## config.mk

```make
export PLATFORM = sky130hd
export DESIGN_NAME = dkt_div
export DESIGN_NICKNAME = d
export VERILOG_FILES = /design/src/rtl/dkt_pkg.sv /design/src/rtl/dkt_div.sv
export SDC_FILE = /design/constraint.sdc
export NUM_CORES = 1
export LEC_CHECK = 0
export BUFFER_PORTS_ARGS = -buffer_cell sky130_fd_sc_hd__buf_2
export CORE_MARGIN = 2
export CORE_UTILIZATION = 45
export CTS_CLUSTER_DIAMETER = 40
export CTS_CLUSTER_SIZE = 8
export DETAILED_ROUTE_END_ITERATION = 10
export PLACE_DENSITY_LB_ADDON = 0.15
export SLEW_MARGIN = 30
export SYNTH_ARGS = -nofsm -noshare
export SYNTH_HDL_FRONTEND = slang
export SYNTH_SLANG_ARGS = --single-unit
export TNS_END_PERCENT = 5
```

## constraint.sdc

```tcl
create_clock -name clk -period 5.9 [get_ports clk]
set_input_delay 1.18 -clock clk [delete_from_list [all_inputs] [get_ports clk]]
set_output_delay 1.18 -clock clk [all_outputs]
set_load 0.02 [all_outputs]
```

## src/rtl/dkt_pkg.sv

```systemverilog
// shared types, constants and saturating helpers of the depth tracker
`timescale 1ns / 1ps
`default_nettype none
package dkt_pkg;

  // item kinds
  localparam logic [1:0] KIND_PREDICT = 2'd0;
  localparam logic [1:0] KIND_MEASURE = 2'd1;
  localparam logic [1:0] KIND_RESET   = 2'd2;

  // configuration register indexes
  localparam logic [2:0] IDX_PROC_Q   = 3'd0;
  localparam logic [2:0] IDX_MEAS_R   = 3'd1;
  localparam logic [2:0] IDX_POS_STD  = 3'd2;
  localparam logic [2:0] IDX_VEL_STD  = 3'd3;
  localparam logic [2:0] IDX_MAX_MISS = 3'd4;

  // register reset values
  localparam logic [31:0] PROC_Q_RST   = 32'd65536;
  localparam logic [31:0] MEAS_R_RST   = 32'd65536;
  localparam logic [19:0] POS_STD_RST  = 20'd1600;
  localparam logic [19:0] VEL_STD_RST  = 20'd16000;
  localparam logic [7:0]  MAX_MISS_RST = 8'd10;

  // covariance diagonal after reset: std^2 in Q.16
  localparam logic [63:0] COV_PP_RST = 64'd2560000 << 16;
  localparam logic [63:0] COV_VV_RST = 64'd256000000 << 16;

  // microseconds to Q32 seconds: 2^32 = DT_WHOLE * 10^6 + DT_FRAC
  localparam logic [12:0] DT_WHOLE = 13'd4294;
  localparam logic [39:0] DT_FRAC  = 40'd967296;
  localparam logic [39:0] DT_ROUND = 40'd500000;
  // ceil(2^60 / 10^6), exact floor quotient for a dividend below 2^40
  localparam logic signed [63:0] DT_RECIP = 64'sd1152921504607;
  // multiplier shift for the reciprocal product, the last 42 bits are dropped after
  localparam logic [5:0] DT_RECIP_SH = 6'd18;

  localparam logic signed [63:0] S64_MAX = 64'sh7FFF_FFFF_FFFF_FFFF;
  localparam logic signed [63:0] S64_MIN = 64'sh8000_0000_0000_0000;
  localparam logic signed [63:0] S48_MAX = 64'sh0000_7FFF_FFFF_FFFF;
  localparam logic signed [63:0] S48_MIN = 64'shFFFF_8000_0000_0000;

  typedef enum logic [4:0] {
    S_IDLE, S_PCHK, S_DT, S_P_DEP, S_P_PP, S_P_V, S_P_PP2, S_P_T2, S_P_T3,
    S_P_T4, S_P_QPP, S_P_QX, S_P_QVV, S_MISS, S_MEAS, S_K0, S_K1, S_U_DEP,
    S_U_VEL, S_U_VP, S_U_VV, S_U_PP, S_U_PV, S_CLEAR, S_SEED, S_LD_PP,
    S_LD_VV, S_OUT
  } state_t;

  // request to the multiply unit: round(a*b / 2^sh)
  typedef struct packed {
    logic               start;
    logic signed [63:0] a;
    logic signed [63:0] b;
    logic [5:0]         sh;
  } mul_req_t;

  // request to the divide unit: trunc(num / den), signed by neg
  typedef struct packed {
    logic        start;
    logic [95:0] num;
    logic [63:0] den;
    logic        neg;
  } div_req_t;

  function automatic logic [63:0] mag64(input logic signed [63:0] a);
    return a[63] ? 64'(-a) : 64'(a);
  endfunction

  function automatic logic signed [63:0] sadd64(input logic signed [63:0] a,
                                                 input logic signed [63:0] b);
    logic signed [64:0] s;
    s = {a[63], a} + {b[63], b};
    if (s[64] != s[63]) return s[64] ? S64_MIN : S64_MAX;
    return s[63:0];
  endfunction

  function automatic logic signed [63:0] ssub64(input logic signed [63:0] a,
                                                 input logic signed [63:0] b);
    logic signed [64:0] s;
    s = {a[63], a} - {b[63], b};
    if (s[64] != s[63]) return s[64] ? S64_MIN : S64_MAX;
    return s[63:0];
  endfunction

  function automatic logic signed [47:0] sat48(input logic signed [63:0] v);
    if (v > S48_MAX) return S48_MAX[47:0];
    if (v < S48_MIN) return S48_MIN[47:0];
    return v[47:0];
  endfunction

  // round to 1/16 mm, ties up, saturated to 32 bits
  function automatic logic [31:0] report32(input logic signed [47:0] x);
    logic signed [49:0] v;
    logic signed [49:0] r;
    v = {{2{x[47]}}, x} + 50'sd32768;
    r = v >>> 16;
    if (r > 50'sd2147483647) return 32'h7FFF_FFFF;
    if (r < -50'sd2147483648) return 32'h8000_0000;
    return r[31:0];
  endfunction

endpackage
`default_nettype wire

```

## src/rtl/dkt_div.sv

```systemverilog
// restoring divider, one quotient bit per cycle, saturated signed result
`timescale 1ns / 1ps
`default_nettype none
module dkt_div
  import dkt_pkg::*;
(
  input  wire logic          clk,
  input  wire logic          rst_n,
  input  wire div_req_t      req,
  output logic               done,
  output logic signed [63:0] res
);

  localparam int NumW = 96;
  localparam logic [6:0] LastStep = 7'(NumW);

  logic         busy_r, done_r, neg_r;
  logic [6:0]   cnt_r;
  logic [95:0]  n_r;
  logic [63:0]  den_r, rem_r;
  logic signed [63:0] res_r;

  logic [64:0]  trial;
  logic         ge;

  assign trial = {rem_r, n_r[95]};
  assign ge    = trial >= {1'b0, den_r};

  // control
  always_ff @(posedge clk) begin
    if (!rst_n) begin
      busy_r <= 1'b0;
      done_r <= 1'b0;
      cnt_r  <= '0;
    end else begin
      done_r <= busy_r && (cnt_r == LastStep);
      if (req.start) begin
        busy_r <= 1'b1;
        cnt_r  <= '0;
      end else if (busy_r) begin
        if (cnt_r == LastStep) busy_r <= 1'b0;
        cnt_r <= cnt_r + 7'd1;
      end
    end
  end

  // quotient bits shift into the numerator register
  always_ff @(posedge clk) begin
    if (req.start) begin
      n_r   <= req.num;
      den_r <= req.den;
      neg_r <= req.neg;
      rem_r <= '0;
    end else if (busy_r) begin
      if (cnt_r < LastStep) begin
        rem_r <= ge ? 64'(trial - {1'b0, den_r}) : trial[63:0];
        n_r   <= {n_r[94:0], ge};
      end else begin
        if (n_r[95:63] != '0) res_r <= neg_r ? S64_MIN : S64_MAX;
        else res_r <= neg_r ? -$signed(n_r[63:0]) : $signed(n_r[63:0]);
      end
    end
  end

  assign done = done_r;
  assign res  = res_r;

endmodule
`default_nettype wire

```

==> run metrics <==
final setup fails 0; count of distinct cell types in the synthesized netlist 75; min cycle time layout 4210 ps; floorplan die area 0.0392 sq mm; required time of the critical path 6390 ps; IO Port Bufs 228; H-Tree Level Count 2; fraction of final layout cells sized beyond drive strength 1 23.1%; Data arrival, critical path 4700 ps; largest net degree at the start of global routing 79; utilization after layout 53.9%; total area of multi-input combinational cells 0.00809 sq mm; Max Root-Sink Buffers 3; Rel. slew slack 35.1%; setup total negative slack 0 ps; total core area 0.0373 sq mm; TritonCTS buffer count 53; Commonest cells post-synth edfxtp_1 (225), nand2_1 (196), o21ai_0 (122), nor2_1 (103), mux2_2 (96); DRT iter0 DRCs 878; crit share post-route 71.4%; worst clock skew 18.5 ps; Post-Synthesis Net Count 1,890; Warnings, synthesis 0; number of cells on the worst reg-to-reg path 13; via total after detailed routing 13,700; clock tree root buffer cell clkbuf_16; flip-flop cell with the highest count after synthesis edfxtp_1; result of the run finished, final reports clean; Syn-to-layout area delta 18.9%; library cell occupying the most area in the post-synthesis netlist edfxtp_1; depth of the worst hold-timing path 2; register clock-pin slew on the reported worst setup and hold paths 50 ps; Hold Fails Final Rpt 0; share of the yosys chip area belonging to registers 48.6%; Cells after Synth 1,658; WHS Endpoint rem_r[15]; filler cell count in the final layout 3,367; vias in the first global route 13,300; Reg2Reg Setup Slack 1690 ps; clock tree from TritonCTS built; Worst Hold Launch rem_r[15]; Initial Utilization 45.4%; leading cell type by number of instances after synthesis edfxtp_1; post-synthesis async set-or-reset flop share 0%; Post-synth EDFFs 225; row count 71; global-route wire length before repair 72.2 mm; worst reg2reg endpoint rem_r[62]; largest driver fanout on the critical path 69; total wire length 46.1 mm; PostCTS Resize Cnt 0; Least-Margin Pin Slew 968 ps; launching point of the worst reg2reg path den_r[31]; Post-DP HPWL 32.1 mm; DRT Pass-1 Iters 5; reported leakage power 7.88 nW; post-synthesis register bit count 298; number of top-level pins 229; final net count 2,101; Die H 198 um; Hold WC Path Type flop to flop; RSZ-0062 raised after global routing no; routed length per placed instance 19.2 um; hold-fix buffers at CTS 0; detailed-route vias per instance 5.72; CTS sink count 298; initial antenna violation count 19; power density relative to cell area 286 mW/mm^2; count of buffers added by post-CTS timing repair for setup 0; mean instance size in the synthesized netlist 10.2 sq um; start-to-end type of the worst setup path flop to flop; DRC violations left 0; antenna-violating nets left 0; Synth area leaders edfxtp_1 (40%), dfxtp_1 (8.6%), mux2_2 (6.4%), ha_1 (5.0%), nand2_1 (4.3%); Overall Global Routing Usage 23.4%; Max Slew Vio Count 0; type of destination of the critical path flop; total grt overflow 0; Highest Clock Rate 0.237 GHz; Synth top area share 39.9%; maximum vdd drop 0.234 mV; combined area of all synthesized cells 0.0169 sq mm; sequential cell area 0.00822 sq mm; Skew-Pair Late Insertion Delay 580 ps; Die Width 198 um; startpoint type of the worst setup path flop; last weighted congestion value of the routability-driven placer 0.897; max cap viols 0
[cell families (layout without fill, tap and decap cells)]
logic type | after synthesis | count (layout) | share of synthesized area, %
adder cells (fa/ha/maj) | 68 | 68 | 5.07
XOR/XNOR | 65 | 65 | 3.36
multiplexers | 125 | 125 | 8.10
other | 0 | 14 | 0
AO/OA/AOI/OAI | 429 | 429 | 16.8
flip-flops | 298 | 298 | 48.6
buffers and inverters | 173 | 424 | 3.87
AND/OR/NAND/NOR | 500 | 500 | 14.2
[placed cells by master, fill, tap and decap left out, types with 67 or more instances in the layout]
cell and instances:
a21oi_1 86, buf_2 227, dfxtp_1 73, edfxtp_1 225
ha_1 67, inv_1 84, mux2_2 96, nand2_1 194
nor2_1 102, o21ai_0 122
[layer usage]
metal / track usage (%) / up-vias / share of wire [%]
li1: - / 6674 / -
met1: 30.5 / 6498 / 43
met2: 36.0 / 425 / 45
met3: 7.72 / 108 / 9.1
met4: 9.61 / 12 / 3.1
met5: 0 / - / 0.16
[state kept, by name, summed over array words and instances (netlist names)]
name	cells
done	1
neg_r	1
rem_r	64
cnt_r	7
busy_r	1
n_r	96
res	64
den_r	64
[critical path, stage by stage, from the launching register on]
cell	delay, ps
edfxtp_1	330
inv_1	40
ha_1	400
a21oi_1	330
nand2_1	100
a221oi_1	330
o41ai_1	130
a211oi_1	770
a21o_1	290
o21ai_4	80
buf_4	410
nor2_1	640
a22oi_1	140
o21ai_0	120
[where the power goes]
group	internal [W]	total, W	switching, W
combinational	0.000216	0.000499	0.000283
sequential	0.00240	0.00250	0.0000947
clock	0.00174	0.00276	0.00101
[stage by stage]
stage | cell area, sq um | hold WS [ps] | setup slack, ps | cells | total power, W
after detailed placement | 18500 | 477 | 1750 | 2288 | 0.00303
final | 20100 | 482 | 1690 | 2397 | 0.00576
after floorplan | 16900 | 446 | 1390 | 1658 | 0.00285
after global routing | 20100 | 498 | 1350 | 2388 | 0.00598
after global placement | 18500 | 465 | 1920 | 2288 | 0.00302
after CTS | 20100 | 485 | 1710 | 2383 | 0.00581
[area by class of cell]
class	instances	area share, %
tap	474	2.95
clock inverter	27	0.957
clock buffer	68	6.97
multi-input combinational	1187	40.2
inverter	85	1.61
sequential	298	40.8
timing repair buffer	244	6.30
antenna	14	0.174
[how the worst max path moves through the flow]
stage	from	endpoint	slack, ps	depth (start not counted)
global route	den_r[31]	rem_r[59]	1350	13
finish	den_r[31]	rem_r[62]	1690	13
detailed placement	den_r[31]	rem_r[60]	1750	13
CTS	den_r[31]	rem_r[62]	1710	13
floorplan	req[161]	res[0]	1390	2
global placement	den_r[32]	rem_r[37]	1920	12
(Power assumes the default switching activity.)
