$ cat src/rtl/dkt_pkg.sv
// shared types, constants and saturating helpers of the depth tracker
`timescale 1ns / 1ps
`default_nettype none
package dkt_pkg;

  // item kinds
  localparam logic [1:0] KIND_PREDICT = 2'd0;
  localparam logic [1:0] KIND_MEASURE = 2'd1;
  localparam logic [1:0] KIND_RESET   = 2'd2;

  // configuration register indexes
  localparam logic [2:0] IDX_PROC_Q   = 3'd0;
  localparam logic [2:0] IDX_MEAS_R   = 3'd1;
  localparam logic [2:0] IDX_POS_STD  = 3'd2;
  localparam logic [2:0] IDX_VEL_STD  = 3'd3;
  localparam logic [2:0] IDX_MAX_MISS = 3'd4;

  // register reset values
  localparam logic [31:0] PROC_Q_RST   = 32'd65536;
  localparam logic [31:0] MEAS_R_RST   = 32'd65536;
  localparam logic [19:0] POS_STD_RST  = 20'd1600;
  localparam logic [19:0] VEL_STD_RST  = 20'd16000;
  localparam logic [7:0]  MAX_MISS_RST = 8'd10;

  // covariance diagonal after reset: std^2 in Q.16
  localparam logic [63:0] COV_PP_RST = 64'd2560000 << 16;
  localparam logic [63:0] COV_VV_RST = 64'd256000000 << 16;

  // microseconds to Q32 seconds: 2^32 = DT_WHOLE * 10^6 + DT_FRAC
  localparam logic [12:0] DT_WHOLE = 13'd4294;
  localparam logic [39:0] DT_FRAC  = 40'd967296;
  localparam logic [39:0] DT_ROUND = 40'd500000;
  // ceil(2^60 / 10^6), exact floor quotient for a dividend below 2^40
  localparam logic signed [63:0] DT_RECIP = 64'sd1152921504607;
  // multiplier shift for the reciprocal product, the last 42 bits are dropped after
  localparam logic [5:0] DT_RECIP_SH = 6'd18;

  localparam logic signed [63:0] S64_MAX = 64'sh7FFF_FFFF_FFFF_FFFF;
  localparam logic signed [63:0] S64_MIN = 64'sh8000_0000_0000_0000;
  localparam logic signed [63:0] S48_MAX = 64'sh0000_7FFF_FFFF_FFFF;
  localparam logic signed [63:0] S48_MIN = 64'shFFFF_8000_0000_0000;

  typedef enum logic [4:0] {
    S_IDLE, S_PCHK, S_DT, S_P_DEP, S_P_PP, S_P_V, S_P_PP2, S_P_T2, S_P_T3,
    S_P_T4, S_P_QPP, S_P_QX, S_P_QVV, S_MISS, S_MEAS, S_K0, S_K1, S_U_DEP,
    S_U_VEL, S_U_VP, S_U_VV, S_U_PP, S_U_PV, S_CLEAR, S_SEED, S_LD_PP,
    S_LD_VV, S_OUT
  } state_t;

  // request to the multiply unit: round(a*b / 2^sh)
  typedef struct packed {
    logic               start;
    logic signed [63:0] a;
    logic signed [63:0] b;
    logic [5:0]         sh;
  } mul_req_t;

  // request to the divide unit: trunc(num / den), signed by neg
  typedef struct packed {
    logic        start;
    logic [95:0] num;
    logic [63:0] den;
    logic        neg;
  } div_req_t;

  function automatic logic [63:0] mag64(input logic signed [63:0] a);
    return a[63] ? 64'(-a) : 64'(a);
  endfunction

  function automatic logic signed [63:0] sadd64(input logic signed [63:0] a,
                                                 input logic signed [63:0] b);
    logic signed [64:0] s;
    s = {a[63], a} + {b[63], b};
    if (s[64] != s[63]) return s[64] ? S64_MIN : S64_MAX;
    return s[63:0];
  endfunction

  function automatic logic signed [63:0] ssub64(input logic signed [63:0] a,
                                                 input logic signed [63:0] b);
    logic signed [64:0] s;
    s = {a[63], a} - {b[63], b};
    if (s[64] != s[63]) return s[64] ? S64_MIN : S64_MAX;
    return s[63:0];
  endfunction

  function automatic logic signed [47:0] sat48(input logic signed [63:0] v);
    if (v > S48_MAX) return S48_MAX[47:0];
    if (v < S48_MIN) return S48_MIN[47:0];
    return v[47:0];
  endfunction

  // round to 1/16 mm, ties up, saturated to 32 bits
  function automatic logic [31:0] report32(input logic signed [47:0] x);
    logic signed [49:0] v;
    logic signed [49:0] r;
    v = {{2{x[47]}}, x} + 50'sd32768;
    r = v >>> 16;
    if (r > 50'sd2147483647) return 32'h7FFF_FFFF;
    if (r < -50'sd2147483648) return 32'h8000_0000;
    return r[31:0];
  endfunction

endpackage
`default_nettype wire

$ cat src/rtl/dkt_mul.sv
// multi-cycle 64x64 rounding multiplier built on one 32x32 product
`timescale 1ns / 1ps
`default_nettype none
module dkt_mul
  import dkt_pkg::*;
(
  input  wire logic               clk,
  input  wire logic               rst_n,
  input  wire mul_req_t           req,
  output logic                    done,
  output logic signed [63:0]      res
);

  logic         busy_r, done_r, neg_r;
  logic [2:0]   cnt_r;
  logic [63:0]  ma_r, mb_r;
  logic [5:0]   sh_r;
  logic [127:0] acc_r;
  logic signed [63:0] res_r;

  logic [31:0]  a_half, b_half;
  logic [63:0]  pp;
  logic [1:0]   pos;
  logic [127:0] shifted;
  logic [127:0] half_lsb;

  // partial product order: a0*b0, a0*b1, a1*b0, a1*b1
  assign a_half = cnt_r[1] ? ma_r[63:32] : ma_r[31:0];
  assign b_half = cnt_r[0] ? mb_r[63:32] : mb_r[31:0];
  assign pp     = 64'(a_half) * 64'(b_half);
  assign pos    = 2'(cnt_r[1]) + 2'(cnt_r[0]);
  assign half_lsb = 128'd1 << (sh_r - 6'd1);
  assign shifted  = acc_r >> sh_r;

  // control
  always_ff @(posedge clk) begin
    if (!rst_n) begin
      busy_r <= 1'b0;
      done_r <= 1'b0;
      cnt_r  <= '0;
    end else begin
      done_r <= busy_r && (cnt_r == 3'd5);
      if (req.start) begin
        busy_r <= 1'b1;
        cnt_r  <= '0;
      end else if (busy_r) begin
        if (cnt_r == 3'd5) busy_r <= 1'b0;
        cnt_r <= cnt_r + 3'd1;
      end
    end
  end

  // datapath
  always_ff @(posedge clk) begin
    if (req.start) begin
      ma_r  <= mag64(req.a);
      mb_r  <= mag64(req.b);
      neg_r <= req.a[63] ^ req.b[63];
      sh_r  <= req.sh;
      acc_r <= '0;
    end else if (busy_r) begin
      if (cnt_r < 3'd4) begin
        acc_r <= acc_r + ({64'd0, pp} << {pos, 5'd0});
      end else if (cnt_r == 3'd4) begin
        acc_r <= acc_r + half_lsb;
      end else begin
        if (shifted[127:63] != '0) res_r <= neg_r ? S64_MIN : S64_MAX;
        else res_r <= neg_r ? -$signed(shifted[63:0]) : $signed(shifted[63:0]);
      end
    end
  end

  assign done = done_r;
  assign res  = res_r;

endmodule
`default_nettype wire

$ cat config.mk
export PLATFORM = sky130hd
export DESIGN_NAME = dkt_mul
export DESIGN_NICKNAME = d
export VERILOG_FILES = /design/src/rtl/dkt_pkg.sv /design/src/rtl/dkt_mul.sv
export SDC_FILE = /design/constraint.sdc
export NUM_CORES = 2
export LEC_CHECK = 0
export BUFFER_PORTS_ARGS = -buffer_cell sky130_fd_sc_hd__buf_2
export CAP_MARGIN = 20
export CORE_AREA = 2 2 414 416
export DETAILED_ROUTE_END_ITERATION = 8
export DIE_AREA = 0 0 416 418
export PLACE_DENSITY = 0.52
export SLEW_MARGIN = 20
export SYNTH_ARGS = -nofsm -noshare
export SYNTH_HDL_FRONTEND = slang
export SYNTH_SLANG_ARGS = --single-unit
$ cat constraint.sdc
create_clock -name clk -period 34.9 [get_ports clk]
set_clock_uncertainty 0.2 [all_clocks]
set_input_delay 10.47 -clock clk [delete_from_list [all_inputs] [get_ports clk]]
set_output_delay 10.47 -clock clk [all_outputs]
set_load 0.03 [all_outputs]
==> impl_metrics.yaml <==
outcome:
  status: "finished clean"
grt:
  antenna_found_initial: 5
  grt_usage_pct: 30.0
  grt_start_max_net_pins: 112
  grt_pass1_vias: 58700
  grt_pass1_wl_um: 390000
  overflow: 0
routing:
  post_drt_wl_per_cell_um: 26.8
  wl_um: 264000
  ant_nets: 0
  dr.pass1.iters: 6
  viasPerCell: 5.94
  drc: 0
  drt-initial-drc-count: 5531
  dr_total_vias: 58500
setup_path:
  end_kind: "flop"
  critical_path_class: "input pin to flop"
  worstPathArrival_ns: 15.20
  max_stage_delay_ns: 0.51
  r2r_cells: 39
  crit_chain: "buf_2 > nor3_1 > nand3_1 > nor3b_1 > nand3_1 > or3_4 > or4_4 > or3_4 > or4_4 > or4_1 > or3_4 > o41ai_2 > xnor2_1"
  start_kind: "input pin"
  cp_max_fo: 6
  crit_cells: 13
  required_ns: 35.13
  slowest_stage: "or3_4"
  crit_top_cell: "or3_4"
  crit_family: "simple AND/OR/NAND/NOR gates"
  path_buf_inv: 1
logic_synthesis:
  yosys.area.top_type_share_pct: 26.6
  synth_area_leaders: "fa_1 27%, edfxtp_1 8.9%, mux4_2 8.0%"
  synth.avg_cell_area_um2: 8.77
  yosys_warnings: 0
  yosysMostFrequentCell: "nand2_1"
  async_flop_share_pct: 0
  yosys.cell_types.count: 94
  synth-edff-count: 199
  synth_fp_nets: 9127
  synth_area_um2: 67500
  synth-main-ff-cell: "edfxtp_1"
  yosys-top-cells-count: "1000 x nand2_1, 926 x inv_1, 897 x fa_1, 868 x nor2_1, 403 x ha_1"
  synth_area_leader_cell: "fa_1"
  ys_ff_latch: 332
  synth-seq-area-share_pct: 12.8
  syn_inst: 7690
worst_hold_path:
  hold_path_class: "flop to flop"
  worstHoldPathCells: 2
sta:
  setup_viol: 0
  fin_tns_setup_ns: 0
  worstMarginPinSlew_ns: 1.35
  period_share_pct: 42.9
  hold_viol_final: 0
  finalCriticalPeriod_ns: 14.97
  final-max-slew-violation-count: 0
  rsz0062_at_grt: "false"
  fmax_mhz: 66.8
  slew_headroom_pct: 9.15
layout:
  syn2layout_area_growth_pct: 7.18
  drive_gt1_share_pct: 11.3
  regArea_um2: 8650
  fillers: 16900
  multi_input_comb_area_um2: 53800
  fin_nets: 9031
clock_network:
  clock_latency_ns: 0.72
  cts_tree: "built"
  cts-root-buf: "clkbuf_16"
  post_cts_resized: 0
  cts_setup_buffers: 0
  cts_sinks: 332
  htree_levels: 2
  cts_made_buffers: 47
  postCtsHoldBufs: 0
  clk_pin_slew_worst_paths_ns: 0.06
  clockBufferDepth: 3
flow_run:
  maxCapViolCount: 0
placement:
  gp_congestion: 1.04
  port_buffers: 201
  hpwl_um: 214000
floorplanning:
  io_pins: 202
  die_y_um: 418
  die_w_um: 416
  row_count: 151
  core_area_um2: 169000
  die-area_um2: 174000
  initial_core_util_pct: 39.9
-- logic make-up (layout without fill, tap and decap cells) --
| kind of cell | after synthesis | count (layout) | share of synthesized area, % |
|---|---|---|---|
| fa+ha+maj | 1300 | 1300 | 34.1 |
| buf+inv | 1403 | 1344 | 7.91 |
| simple gates | 2458 | 2458 | 15.8 |
| xor+xnor | 316 | 316 | 4.10 |
| flops | 332 | 332 | 12.8 |
| compound gates | 1340 | 1340 | 12.6 |
| other cells | 0 | 1 | 0 |
| mux | 541 | 541 | 12.7 |
-- layer usage --
layer / vias up / wire length, µm / track usage, %
li1: 25800 / - / -
met3: 557 / 17900 / 3.94
met1: 29500 / 105000 / 37.8
met4: 0 / 16800 / 16.2
met5: - / 0 / 0
met2: 2573 / 124000 / 50.0
-- state kept, by name (all words and copies together) (netlist names) --
register / flops
ma_r: 64
done: 1
cnt_r: 3
mb_r: 64
res: 64
busy_r: 1
sh_r: 6
acc_r: 128
neg_r: 1
-- area by class of cell --
class,count,share of cell area (%)
antenna,1,0.00346
clock buffer,55,1.72
clock inverter,31,0.536
inverter,930,4.83
multi-input combinational,5955,74.4
sequential,332,12.0
tap,2218,3.84
timing repair buffer,328,2.76
-- worst register-to-register path: cells and delay by family, from the launching register on --
family	cells	cell delay (ns)
buffers and inverters	6	1.00
XOR/XNOR	1	0.17
adder cells (fa/ha/maj)	10	4.68
flip-flops	1	0.55
AND/OR/NAND/NOR	7	1.81
AO/OA/AOI/OAI	14	5.20
multiplexers	1	1.05
-- final timing paths --
path                                            start                      end  slack, ns
worst max register to register  cnt_r[0]$_SDFFE_PP0P_  acc_r[127]$_SDFFE_PP0P_      20.13
worst max-delay path                          req[73]       ma_r[61]$_DFFE_PP_      19.93
worst min register to register  acc_r[0]$_SDFFE_PP0P_    acc_r[0]$_SDFFE_PP0P_       0.30
worst min-delay path            acc_r[0]$_SDFFE_PP0P_    acc_r[0]$_SDFFE_PP0P_       0.30
-- cells in the final DEF (no fill, tap or decap), types with 19 or more instances in the layout --
cell / instances
or2_2: 20
o41ai_1: 24
nand3_1: 94
a31oi_1: 32
ha_1: 403
o31ai_1: 55
o22ai_1: 54
buf_2: 200
o211ai_1: 19
o21ai_0: 310
xor2_1: 71
mux2_2: 103
inv_1: 923
or3_1: 26
a211oi_1: 38
nor2b_1: 33
nand2_1: 1000
mux2i_1: 142
fa_1: 897
buf_4: 125
nand4_1: 87
o21bai_1: 47
or4_1: 42
dfxtp_1: 131
nand2b_1: 32
a21oi_1: 400
nor2_1: 867
clkbuf_16: 47
and3_1: 39
o21a_1: 28
a21o_1: 147
edfxtp_1: 199
and2_1: 38
mux4_2: 240
xnor2_1: 245
nor4_1: 35
mux2i_2: 36
nor3_1: 89
-- through the flow --
stage	hold slack, ns	utilization [%]	worst slack (ns)	instances	cell area (µm²)
6_report	0.296	42.8	19.93	9850	72300
3_5_place_dp	0.287	41.8	19.26	9762	70700
3_3_place_gp	0.282	41.8	19.30	9762	70700
2_1_floorplan	0.251	-	18.70	7690	67500
4_1_cts	0.296	42.8	19.96	9848	72300
5_1_grt	0.326	42.8	19.67	9850	72300
Power is not shown: default switching activity piles up to over one toggle a cycle in this logic, so the estimate is an artifact.
